### config.mk
export PLATFORM = sky130hd
export DESIGN_NAME = multi_watchdog_supervisor_flat
export DESIGN_NICKNAME = d
export VERILOG_FILES = /design/src/rtl/mws_pkg.sv /design/src/rtl/mws_in_if.sv /design/src/rtl/mws_out_if.sv /design/src/rtl/mws_datapath.sv /design/src/rtl/mws_ctrl.sv /design/src/rtl/multi_watchdog_supervisor.sv /design/src/flat_wrapper.sv
export VERILOG_INCLUDE_DIRS = /design/src /design/src/rtl
export SDC_FILE = /design/constraint.sdc
export NUM_CORES = 2
export LEC_CHECK = 0
export ABC_AREA = 0
export ABC_CLOCK_PERIOD_IN_PS = 39500
export BUFFER_PORTS_ARGS = -buffer_cell sky130_fd_sc_hd__buf_2
export CAP_MARGIN = 0
export CORE_AREA = 2 2 442 444
export DETAILED_ROUTE_END_ITERATION = 10
export DIE_AREA = 0 0 444 446
export PLACE_DENSITY = 0.45
export REMOVE_ABC_BUFFERS = 1
export SLEW_MARGIN = 25
export SYNTH_ARGS = -nofsm -noshare
export SYNTH_HDL_FRONTEND = slang
export SYNTH_SLANG_ARGS = --single-unit
### constraint.sdc
create_clock -name clk -period 39.5 [get_ports clk]
set_input_delay 5.925 -clock clk [delete_from_list [all_inputs] [get_ports clk]]
set_output_delay 5.925 -clock clk [all_outputs]
set_load 0.02 [all_outputs]
### src/rtl/multi_watchdog_supervisor_macros.svh
// Assertion macros shared by the watchdog supervisor RTL.
// Every macro expects signals named clk and rst_n in the using module.
`ifndef MULTI_WATCHDOG_SUPERVISOR_MACROS_SVH
`define MULTI_WATCHDOG_SUPERVISOR_MACROS_SVH

// The consequent must hold in the same cycle as the antecedent.
`define MWS_ASSERT_IMP(lbl, ante, cons, msg) \
  lbl: assert property (@(posedge clk) disable iff (!rst_n) (ante) |-> (cons)) \
    else $error(msg);

// The consequent must hold in the cycle after the antecedent.
`define MWS_ASSERT_NXT(lbl, ante, cons, msg) \
  lbl: assert property (@(posedge clk) disable iff (!rst_n) (ante) |=> (cons)) \
    else $error(msg);

`endif

### src/rtl/mws_pkg.sv
// Shared types and constants of the watchdog supervisor.
// No dependencies; every other RTL file but the macro header imports this package.
package mws_pkg;

  localparam int OP_W     = 3;
  localparam int ID_W     = 32;
  localparam int TICK_W   = 64;
  localparam int LIMIT_W  = 32;
  localparam int DOMF_W   = 4;
  localparam int HEALTH_W = 2;

  // Operation codes.
  localparam logic [OP_W-1:0] OP_ARM    = 3'd0;
  localparam logic [OP_W-1:0] OP_KICK   = 3'd1;
  localparam logic [OP_W-1:0] OP_POLL   = 3'd2;
  localparam logic [OP_W-1:0] OP_REPORT = 3'd3;
  localparam logic [OP_W-1:0] OP_QUERY  = 3'd4;

  // Health codes.
  localparam logic [HEALTH_W-1:0] HEALTH_OK     = 2'd0;
  localparam logic [HEALTH_W-1:0] HEALTH_FAILED = 2'd1;

  // One input item.
  typedef struct packed {
    logic [OP_W-1:0]     op;
    logic [ID_W-1:0]     dog_id;
    logic [TICK_W-1:0]   now_tick;
    logic [LIMIT_W-1:0]  limit_ticks;
    logic [DOMF_W-1:0]   fault_domain;
    logic [HEALTH_W-1:0] new_health;
  } item_t;

  // One entry of the slot table.
  typedef struct packed {
    logic [ID_W-1:0]    id;
    logic [LIMIT_W-1:0] timeout;
    logic [TICK_W-1:0]  last_kick;
    logic [DOMF_W-1:0]  domain;
  } slot_t;

  // Controller states.
  typedef enum logic [1:0] {
    ST_IDLE,
    ST_PRIME,
    ST_SCAN,
    ST_COMMIT
  } state_t;

  // Commands from the controller to the datapath.
  typedef struct packed {
    logic load;      // capture the accepted item, rewind the scan
    logic prime;     // first slot read of a scan
    logic scan_adv;  // move the scan to the next slot
    logic commit;    // apply updates and load the result register
  } cmd_t;

  // Status from the datapath to the controller.
  typedef struct packed {
    logic hit;       // the slot under check matches the current operation
    logic chk_last;  // the slot under check is the last one
    logic out_free;  // the result register can take a new result
  } sts_t;

endpackage

### src/rtl/mws_in_if.sv
// Input channel of the watchdog supervisor: valid/ready plus one item.
// Depends on mws_pkg for the field widths.
interface mws_in_if;
  import mws_pkg::*;

  logic                valid;
  logic                ready;
  logic [OP_W-1:0]     op;
  logic [ID_W-1:0]     dog_id;
  logic [TICK_W-1:0]   now_tick;
  logic [LIMIT_W-1:0]  limit_ticks;
  logic [DOMF_W-1:0]   fault_domain;
  logic [HEALTH_W-1:0] new_health;

  modport source (
    output valid, op, dog_id, now_tick, limit_ticks, fault_domain, new_health,
    input  ready
  );

  modport sink (
    input  valid, op, dog_id, now_tick, limit_ticks, fault_domain, new_health,
    output ready
  );
endinterface

### src/rtl/mws_out_if.sv
// Result channel of the watchdog supervisor: valid/ready plus one result.
// Depends on mws_pkg for the field widths.
interface mws_out_if;
  import mws_pkg::*;

  logic                valid;
  logic                ready;
  logic                ok;
  logic [ID_W-1:0]     expired_id;
  logic [DOMF_W-1:0]   expired_domain;
  logic [HEALTH_W-1:0] health;

  modport source (
    output valid, ok, expired_id, expired_domain, health,
    input  ready
  );

  modport sink (
    input  valid, ok, expired_id, expired_domain, health,
    output ready
  );
endinterface

### src/rtl/mws_datapath.sv
// Datapath of the watchdog supervisor: item register, slot memory, armed
// bits, health store, slot scan and result register. Uses mws_pkg, mws_out_if.
`include "multi_watchdog_supervisor_macros.svh"

module mws_datapath #(
  parameter int NUM_SLOTS   = 8,
  parameter int NUM_DOMAINS = 8
) (
  input  logic             clk,
  input  logic             rst_n,
  input  mws_pkg::item_t   item,
  input  mws_pkg::cmd_t    cmd,
  output mws_pkg::sts_t    sts,
  mws_out_if.source        out_ch
);
  import mws_pkg::*;

  localparam int SLOT_W = (NUM_SLOTS > 1) ? $clog2(NUM_SLOTS) : 1;
  localparam int DOM_W  = (NUM_DOMAINS > 1) ? $clog2(NUM_DOMAINS) : 1;
  localparam logic [SLOT_W-1:0] SLOT_LAST = SLOT_W'(NUM_SLOTS - 1);
  localparam logic [DOMF_W:0]   DOM_CNT   = (DOMF_W + 1)'(NUM_DOMAINS);

  item_t               item_r;
  slot_t               slot_mem [NUM_SLOTS];
  slot_t               rd_data_r;
  slot_t               wr_entry;
  logic [SLOT_W-1:0]   rd_idx_r;
  logic [SLOT_W-1:0]   chk_idx_r;
  logic [NUM_SLOTS-1:0] armed_r;
  logic [HEALTH_W-1:0] health_r [NUM_DOMAINS];

  logic                out_valid_r;
  logic                out_ok_r;
  logic [ID_W-1:0]     out_id_r;
  logic [DOMF_W-1:0]   out_dom_r;
  logic [HEALTH_W-1:0] out_health_r;

  logic                res_ok;
  logic [ID_W-1:0]     res_id;
  logic [DOMF_W-1:0]   res_dom;
  logic [HEALTH_W-1:0] res_health;

  logic                chk_armed;
  logic                id_eq;
  logic [TICK_W-1:0]   elapsed;
  logic                expired;
  logic                hit;
  logic                item_dom_ok;
  logic                slot_dom_ok;
  logic [DOM_W-1:0]    item_dom_idx;
  logic [DOM_W-1:0]    slot_dom_idx;
  logic                scan_rd;

  // Capture the accepted item.
  always_ff @(posedge clk) begin
    if (cmd.load) begin
      item_r <= item;
    end
  end

  // Scan address: rewinds on a new item and stops at the last slot.
  assign scan_rd = cmd.prime | cmd.scan_adv;

  always_ff @(posedge clk) begin
    if (!rst_n) begin
      rd_idx_r <= '0;
    end else if (cmd.load) begin
      rd_idx_r <= '0;
    end else if (scan_rd && (rd_idx_r != SLOT_LAST)) begin
      rd_idx_r <= rd_idx_r + SLOT_W'(1);
    end
  end

  // Registered read of the slot memory; the data and its index hold while
  // the controller decides on the slot under check.
  always_ff @(posedge clk) begin
    if (scan_rd) begin
      rd_data_r <= slot_mem[rd_idx_r];
      chk_idx_r <= rd_idx_r;
    end
  end

  // Match logic for the slot under check.
  assign chk_armed = armed_r[chk_idx_r];
  assign id_eq     = (rd_data_r.id == item_r.dog_id);
  assign elapsed   = item_r.now_tick - rd_data_r.last_kick;
  assign expired   = (elapsed > {{(TICK_W - LIMIT_W){1'b0}}, rd_data_r.timeout});

  always_comb begin
    case (item_r.op)
      OP_ARM:  hit = !chk_armed || id_eq;
      OP_KICK: hit = chk_armed && id_eq;
      OP_POLL: hit = chk_armed && expired;
      default: hit = 1'b0;
    endcase
  end

  assign sts.hit      = hit;
  assign sts.chk_last = (chk_idx_r == SLOT_LAST);
  assign sts.out_free = !out_valid_r || out_ch.ready;

  // Domain checks and indexes.
  assign item_dom_ok  = ({1'b0, item_r.fault_domain} < DOM_CNT);
  assign slot_dom_ok  = ({1'b0, rd_data_r.domain} < DOM_CNT);
  assign item_dom_idx = item_r.fault_domain[DOM_W-1:0];
  assign slot_dom_idx = rd_data_r.domain[DOM_W-1:0];

  // Entry written back on arm (fresh entry) or kick (new kick tick).
  always_comb begin
    if (item_r.op == OP_ARM) begin
      wr_entry.id        = item_r.dog_id;
      wr_entry.timeout   = item_r.limit_ticks;
      wr_entry.last_kick = item_r.now_tick;
      wr_entry.domain    = item_r.fault_domain;
    end else begin
      wr_entry           = rd_data_r;
      wr_entry.last_kick = item_r.now_tick;
    end
  end

  always_ff @(posedge clk) begin
    if (cmd.commit && hit && ((item_r.op == OP_ARM) || (item_r.op == OP_KICK))) begin
      slot_mem[chk_idx_r] <= wr_entry;
    end
  end

  // Armed bits.
  always_ff @(posedge clk) begin
    if (!rst_n) begin
      armed_r <= '0;
    end else if (cmd.commit && hit && (item_r.op == OP_ARM)) begin
      armed_r[chk_idx_r] <= 1'b1;
    end
  end

  // Health store: written by report and by a poll that finds an expiry.
  always_ff @(posedge clk) begin
    if (!rst_n) begin
      for (int d = 0; d < NUM_DOMAINS; d++) begin
        health_r[d] <= HEALTH_OK;
      end
    end else if (cmd.commit) begin
      if ((item_r.op == OP_REPORT) && item_dom_ok) begin
        health_r[item_dom_idx] <= item_r.new_health;
      end else if ((item_r.op == OP_POLL) && hit && slot_dom_ok) begin
        health_r[slot_dom_idx] <= HEALTH_FAILED;
      end
    end
  end

  // Result of the current item.
  always_comb begin
    res_ok     = 1'b0;
    res_id     = '0;
    res_dom    = '0;
    res_health = HEALTH_OK;
    case (item_r.op) inside
      OP_ARM, OP_KICK: begin
        res_ok = hit;
      end
      OP_POLL: begin
        if (hit) begin
          res_ok     = 1'b1;
          res_id     = rd_data_r.id;
          res_dom    = rd_data_r.domain;
          res_health = HEALTH_FAILED;
        end
      end
      OP_REPORT: begin
        res_ok = item_dom_ok;
      end
      OP_QUERY: begin
        res_ok     = item_dom_ok;
        res_health = item_dom_ok ? health_r[item_dom_idx] : HEALTH_FAILED;
      end
      default: begin
        res_ok = 1'b0;
      end
    endcase
  end

  // Result register; a result waits here until its transfer completes.
  always_ff @(posedge clk) begin
    if (!rst_n) begin
      out_valid_r <= 1'b0;
    end else if (cmd.commit) begin
      out_valid_r <= 1'b1;
    end else if (out_ch.ready) begin
      out_valid_r <= 1'b0;
    end
  end

  always_ff @(posedge clk) begin
    if (cmd.commit) begin
      out_ok_r     <= res_ok;
      out_id_r     <= res_id;
      out_dom_r    <= res_dom;
      out_health_r <= res_health;
    end
  end

  assign out_ch.valid          = out_valid_r;
  assign out_ch.ok             = out_ok_r;
  assign out_ch.expired_id     = out_id_r;
  assign out_ch.expired_domain = out_dom_r;
  assign out_ch.health         = out_health_r;

  // A successful arm leaves its slot armed.
  `MWS_ASSERT_NXT(a_arm_sets_armed, cmd.commit && hit && (item_r.op == OP_ARM), armed_r[$past(chk_idx_r)], "arm did not set the armed bit")
  // An expiry on a valid domain marks that domain failed.
  `MWS_ASSERT_NXT(a_poll_marks_failed, cmd.commit && hit && (item_r.op == OP_POLL) && slot_dom_ok, health_r[$past(slot_dom_idx)] == HEALTH_FAILED, "expired domain not marked failed")
  // Slots are never disarmed outside reset.
  `MWS_ASSERT_IMP(a_armed_monotonic, $past(rst_n), $countones(armed_r) >= $past($countones(armed_r)), "armed slot count decreased")

endmodule

### src/rtl/mws_ctrl.sv
// Controller of the watchdog supervisor: accepts items and sequences the
// slot scan and the commit step. Uses mws_pkg.
module mws_ctrl (
  input  logic                      clk,
  input  logic                      rst_n,
  input  logic                      in_valid,
  input  logic [mws_pkg::OP_W-1:0]  in_op,
  output logic                      in_ready,
  output mws_pkg::cmd_t             cmd,
  input  mws_pkg::sts_t             sts
);
  import mws_pkg::*;

  state_t state_r;
  state_t state_nxt;

  // State register.
  always_ff @(posedge clk) begin
    if (!rst_n) begin
      state_r <= ST_IDLE;
    end else begin
      state_r <= state_nxt;
    end
  end

  // Next state and commands.
  always_comb begin
    state_nxt = state_r;
    in_ready  = 1'b0;
    cmd       = '0;
    unique case (state_r)
      ST_IDLE: begin
        in_ready = 1'b1;
        if (in_valid) begin
          cmd.load = 1'b1;
          if (in_op inside {OP_ARM, OP_KICK, OP_POLL}) begin
            state_nxt = ST_PRIME;
          end else begin
            state_nxt = ST_COMMIT;
          end
        end
      end
      ST_PRIME: begin
        cmd.prime = 1'b1;
        state_nxt = ST_SCAN;
      end
      ST_SCAN: begin
        if (sts.hit || sts.chk_last) begin
          state_nxt = ST_COMMIT;
        end else begin
          cmd.scan_adv = 1'b1;
        end
      end
      ST_COMMIT: begin
        if (sts.out_free) begin
          cmd.commit = 1'b1;
          state_nxt  = ST_IDLE;
        end
      end
      default: begin
        state_nxt = ST_IDLE;
      end
    endcase
  end

endmodule

### src/rtl/multi_watchdog_supervisor.sv
// Watchdog supervisor: a table of NUM_SLOTS watchdog slots and a health store
// of NUM_DOMAINS fault domains. Arm, kick and poll walk the slots in order
// through the single read port of the slot memory, one slot per cycle, and stop
// at the first match or at the last slot; a result is committed only when the
// result register can take it. Report, query and the unused op codes need no scan:
// they go from the idle state straight to the commit step. The next item can be
// taken in the cycle after any result is loaded, when the controller is idle again.
// A new item is taken as soon as the previous one has been committed, even while
// its result still waits in the result register. Armed bits and health reset at
// once; no clearing pass runs after reset.
// Depends on mws_pkg, mws_in_if, mws_out_if, mws_ctrl and mws_datapath.
module multi_watchdog_supervisor #(
  parameter int NUM_SLOTS   = 8,
  parameter int NUM_DOMAINS = 8
) (
  input  logic      clk,
  input  logic      rst_n,
  mws_in_if.sink    in_ch,
  mws_out_if.source out_ch
);
  import mws_pkg::*;

  item_t item;
  cmd_t  cmd;
  sts_t  sts;
  logic  in_ready;

  // Gather the input payload.
  assign item.op           = in_ch.op;
  assign item.dog_id       = in_ch.dog_id;
  assign item.now_tick     = in_ch.now_tick;
  assign item.limit_ticks  = in_ch.limit_ticks;
  assign item.fault_domain = in_ch.fault_domain;
  assign item.new_health   = in_ch.new_health;
  assign in_ch.ready       = in_ready;

  mws_ctrl u_ctrl (
    .clk      (clk),
    .rst_n    (rst_n),
    .in_valid (in_ch.valid),
    .in_op    (in_ch.op),
    .in_ready (in_ready),
    .cmd      (cmd),
    .sts      (sts)
  );

  mws_datapath #(
    .NUM_SLOTS   (NUM_SLOTS),
    .NUM_DOMAINS (NUM_DOMAINS)
  ) u_datapath (
    .clk    (clk),
    .rst_n  (rst_n),
    .item   (item),
    .cmd    (cmd),
    .sts    (sts),
    .out_ch (out_ch)
  );

endmodule
### src/flat_wrapper.sv
// flat-port wrapper written by rule: the top's interface ports become plain ports
module multi_watchdog_supervisor_flat import mws_pkg::*;
#(
  parameter int NUM_SLOTS   = 8,
  parameter int NUM_DOMAINS = 8
)
  (clk, rst_n, in_ch_valid, in_ch_op, in_ch_dog_id, in_ch_now_tick, in_ch_limit_ticks, in_ch_fault_domain, in_ch_new_health, in_ch_ready, out_ch_valid, out_ch_ok, out_ch_expired_id, out_ch_expired_domain, out_ch_health, out_ch_ready);
  mws_in_if in_ch_i ();
  mws_out_if out_ch_i ();
  input  logic clk;
  input  logic rst_n;
  input wire logic [$bits(in_ch_i.valid)-1:0] in_ch_valid;
  input wire logic [$bits(in_ch_i.op)-1:0] in_ch_op;
  input wire logic [$bits(in_ch_i.dog_id)-1:0] in_ch_dog_id;
  input wire logic [$bits(in_ch_i.now_tick)-1:0] in_ch_now_tick;
  input wire logic [$bits(in_ch_i.limit_ticks)-1:0] in_ch_limit_ticks;
  input wire logic [$bits(in_ch_i.fault_domain)-1:0] in_ch_fault_domain;
  input wire logic [$bits(in_ch_i.new_health)-1:0] in_ch_new_health;
  output wire logic [$bits(in_ch_i.ready)-1:0] in_ch_ready;
  output wire logic [$bits(out_ch_i.valid)-1:0] out_ch_valid;
  output wire logic [$bits(out_ch_i.ok)-1:0] out_ch_ok;
  output wire logic [$bits(out_ch_i.expired_id)-1:0] out_ch_expired_id;
  output wire logic [$bits(out_ch_i.expired_domain)-1:0] out_ch_expired_domain;
  output wire logic [$bits(out_ch_i.health)-1:0] out_ch_health;
  input wire logic [$bits(out_ch_i.ready)-1:0] out_ch_ready;
  assign in_ch_i.valid = in_ch_valid;
  assign in_ch_i.op = in_ch_op;
  assign in_ch_i.dog_id = in_ch_dog_id;
  assign in_ch_i.now_tick = in_ch_now_tick;
  assign in_ch_i.limit_ticks = in_ch_limit_ticks;
  assign in_ch_i.fault_domain = in_ch_fault_domain;
  assign in_ch_i.new_health = in_ch_new_health;
  assign in_ch_ready = in_ch_i.ready;
  assign out_ch_valid = out_ch_i.valid;
  assign out_ch_ok = out_ch_i.ok;
  assign out_ch_expired_id = out_ch_i.expired_id;
  assign out_ch_expired_domain = out_ch_i.expired_domain;
  assign out_ch_health = out_ch_i.health;
  assign out_ch_i.ready = out_ch_ready;
  multi_watchdog_supervisor #(.NUM_SLOTS(NUM_SLOTS), .NUM_DOMAINS(NUM_DOMAINS)) u_core (.clk(clk), .rst_n(rst_n), .in_ch(in_ch_i), .out_ch(out_ch_i));
endmodule
==> impl_metrics.toml <==
[outcome]
status = "finished clean"

[timing]
fin_skew_ns = 0.0481
maxSlewViolCount = 0
min_period_ns = 9.14
fin_hold_ws_ns = 0.451
tightestPinTransition_ns = 0.964
maxSlewHeadroom = 0.351
post-route-period-util = 0.231
grt_setup_unrepaired = "no"
setup_viol = 0
final_hold_viol_count = 0
tns_ns = 0
timing.fmax_ghz = 0.109

[logic_synthesis]
yosysWarnings = 0
ys.flop_type = "edfxtp_1"
async_flop_share = 0
syn_area_per_cell_um2 = 18.2
synth_area_leaders = "edfxtp_1, mux4_2, mux2_2, ha_1, a21oi_1"
yosysTopAreaCell = "edfxtp_1"
syn_inst = 3165
syn_area_um2 = 57700
synth_edf_count = 1383
yosysTopAreaCellShare = 0.719
ys_seq_elements = 1400
yosysSeqAreaShare = 0.725
yosysUniqueCellTypes = 72

[critical_path]
path_max_fanout = 56
cpPeakStageDelay_ns = 0.82
required_ns = 39.90
cp.arrival_ns = 9.53
cp-end-kind = "register"
crit_slowest_cell = "buf_4"
critPathKind = "register to register"
critPathLaunchType = "register"
crit_top_cell = "buf_4"

[cts]
clock_sinks = 1400
path_clk_slew_ns = 0.06
ctsLongestPathBuffers = 3
ctsHoldBuffers = 0
clk_latency_ns = 0.82
cts_tree = "built"
numCtsBuffers = 159
cts_setup_buffers = 0
cts_max_level = 4
ctsResizeCount = 0
ctsRootBufferMaster = "clkbuf_16"

[final_layout]
drive_above_1_share = 0.258
finalInstanceArea_um2 = 67100
layout_commonest_cell = "edfxtp_1"
syn2layout_area_growth_pct = 16.3
final_cell_mix = "edfxtp_1, mux4_2, buf_2"
nets = 3644
fill_cells = 18200
antennaDiodeCount = 0

[grt]
antenna_found_initial = 5
track_usage = 0.151
grt_pass1_wl_um = 219000
overflow = 0
grt_pass1_vias = 31400
grt_start_max_net_pins = 107

[placed_design]
gp_congestion = 0.861
place_hpwl_um = 85800
place_area_um2 = 61700
io_buffers = 181

[route]
wire_per_inst_um = 24.6
drtIter0Drc = 2141
num_vias = 29800
post-route-drc-count = 0
drt_pre_antenna_iters = 5
ant_nets = 0
vias_per_cell = 4.91
routed_wl_um = 150000

[power_and_ir_drop]
ir_worst_vdd_v = 0.0000431
total_power_mw = 4.79
power.leakage_nw = 21.5
powerDensity_nw_per_um2 = 71.4

[worst_hold_path]
worstHoldPathType = "register to register"

[floorplanning]
die_area_um2 = 198000
fp-row-count = 162
die_x_um = 444
die_h_um = 446
fp.coreArea_um2 = 194000
floorplan.initialDensity = 0.298
ios = 182

[run]
maxCapViolCount = 0
==> logic make-up after synthesis <==
logic type,Yosys count,synth area share
simple gates,490,0.0421
compound gates,388,0.0416
xor+xnor,75,0.0114
fa+ha+maj,102,0.0222
buf+inv,260,0.0175
mux,450,0.140
flops,1400,0.725
==> per-layer routing <==
layer,vias up,track usage,share of wire
met4,0,0.0429,0.022
met5,-,0,0
li1,13200,-,-
met2,657,0.252,0.49
met1,15700,0.202,0.45
met3,202,0.0237,0.037
==> report_power, final <==
part | leakage, nW | total [mW] | internal, mW | switching, mW
Clock | 2.61 | 1.52 | 0.907 | 0.617
Combinational | 6.22 | 1.26 | 0.481 | 0.778
Sequential | 12.7 | 2.01 | 1.90 | 0.111
==> worst max-delay path: cells and delay by family, from the launching register on <==
family / cells / cell delay (ns)
xor+xnor: 1 / 0.17
fa+ha+maj: 3 / 0.91
buf+inv: 5 / 2.07
flops: 1 / 0.50
simple gates: 9 / 2.66
compound gates: 8 / 2.28
==> path summary, 6_finish.rpt <==
path / end / start / slack, ns / depth (start not counted)
setup / recovery: u_core.u_datapath.rd_data_r[15] / u_core.u_datapath.item_r[38] / 30.36 / 26
hold / removal: u_core.u_datapath.armed_r[7] / u_core.u_datapath.armed_r[7] / 0.45 / 2
setup reg to reg: u_core.u_datapath.rd_data_r[15] / u_core.u_datapath.item_r[38] / 30.36 / 26
hold reg to reg: u_core.u_datapath.armed_r[7] / u_core.u_datapath.armed_r[7] / 0.45 / 2
==> cell usage after synthesis (all sizes together), types with 4 or more instances <==
cell type  instances
edfxtp          1383
mux4             268
mux2             172
nand2            159
a21oi            126
inv              116
o21ai            114
ha               101
clkbuf            95
nor2              87
xor2              53
buf               49
nand4             49
and3              43
nand3             37
nor4              27
nor3              22
xnor2             22
a21o              21
dfxtp             17
a211oi            15
o31ai             15
nor2b             14
o21a              14
nand2b            13
o211ai            12
mux2i             10
or2               10
o21bai             8
and2               7
or3                7
a2111o             6
a2111oi            6
o22ai              6
a31oi              5
o221ai             5
a21boi             4
a221o              4
o2111ai            4
==> cell type report <==
class | count | area [um^2] | share of cell area
inverters | 116 | 440 | 0.00656
multi-input cells | 1505 | 14900 | 0.222
clock buffers | 192 | 4170 | 0.0620
flip-flops and latches | 1400 | 41900 | 0.624
well taps | 2542 | 3180 | 0.0474
repair buffers | 219 | 1290 | 0.0193
clock inverters | 101 | 1250 | 0.0186
==> stage by stage <==
step                      cells   util  setup slack, ns
final                      6075  0.347            30.36
after global routing       6075  0.347            29.66
after CTS                  6075  0.347            30.23
after detailed placement   5782  0.319            30.29
after global placement     5782  0.319            30.47
after floorplan            3021      -            17.61
==> sequential cells by signal (all words and copies together), names as in the netlist, 2 cells and up, named ones only <==
signal	cells
u_core.u_datapath.rd_idx_r	3
u_core.u_datapath.rd_data_r	132
u_core.u_datapath.out_ch.expired_id	32
u_core.u_datapath.out_ch.expired_domain	4
u_core.u_datapath.armed_r	8
u_core.u_datapath.out_ch.health	2
u_core.u_datapath.chk_idx_r	3
u_core.u_ctrl.state_r	2
u_core.u_datapath.slot_mem	1056
u_core.u_datapath.item_dom_idx	3
u_core.u_datapath.item_r	134
u_core.u_datapath.health_r	16
Note: power is estimated with default switching activity, not from simulation.
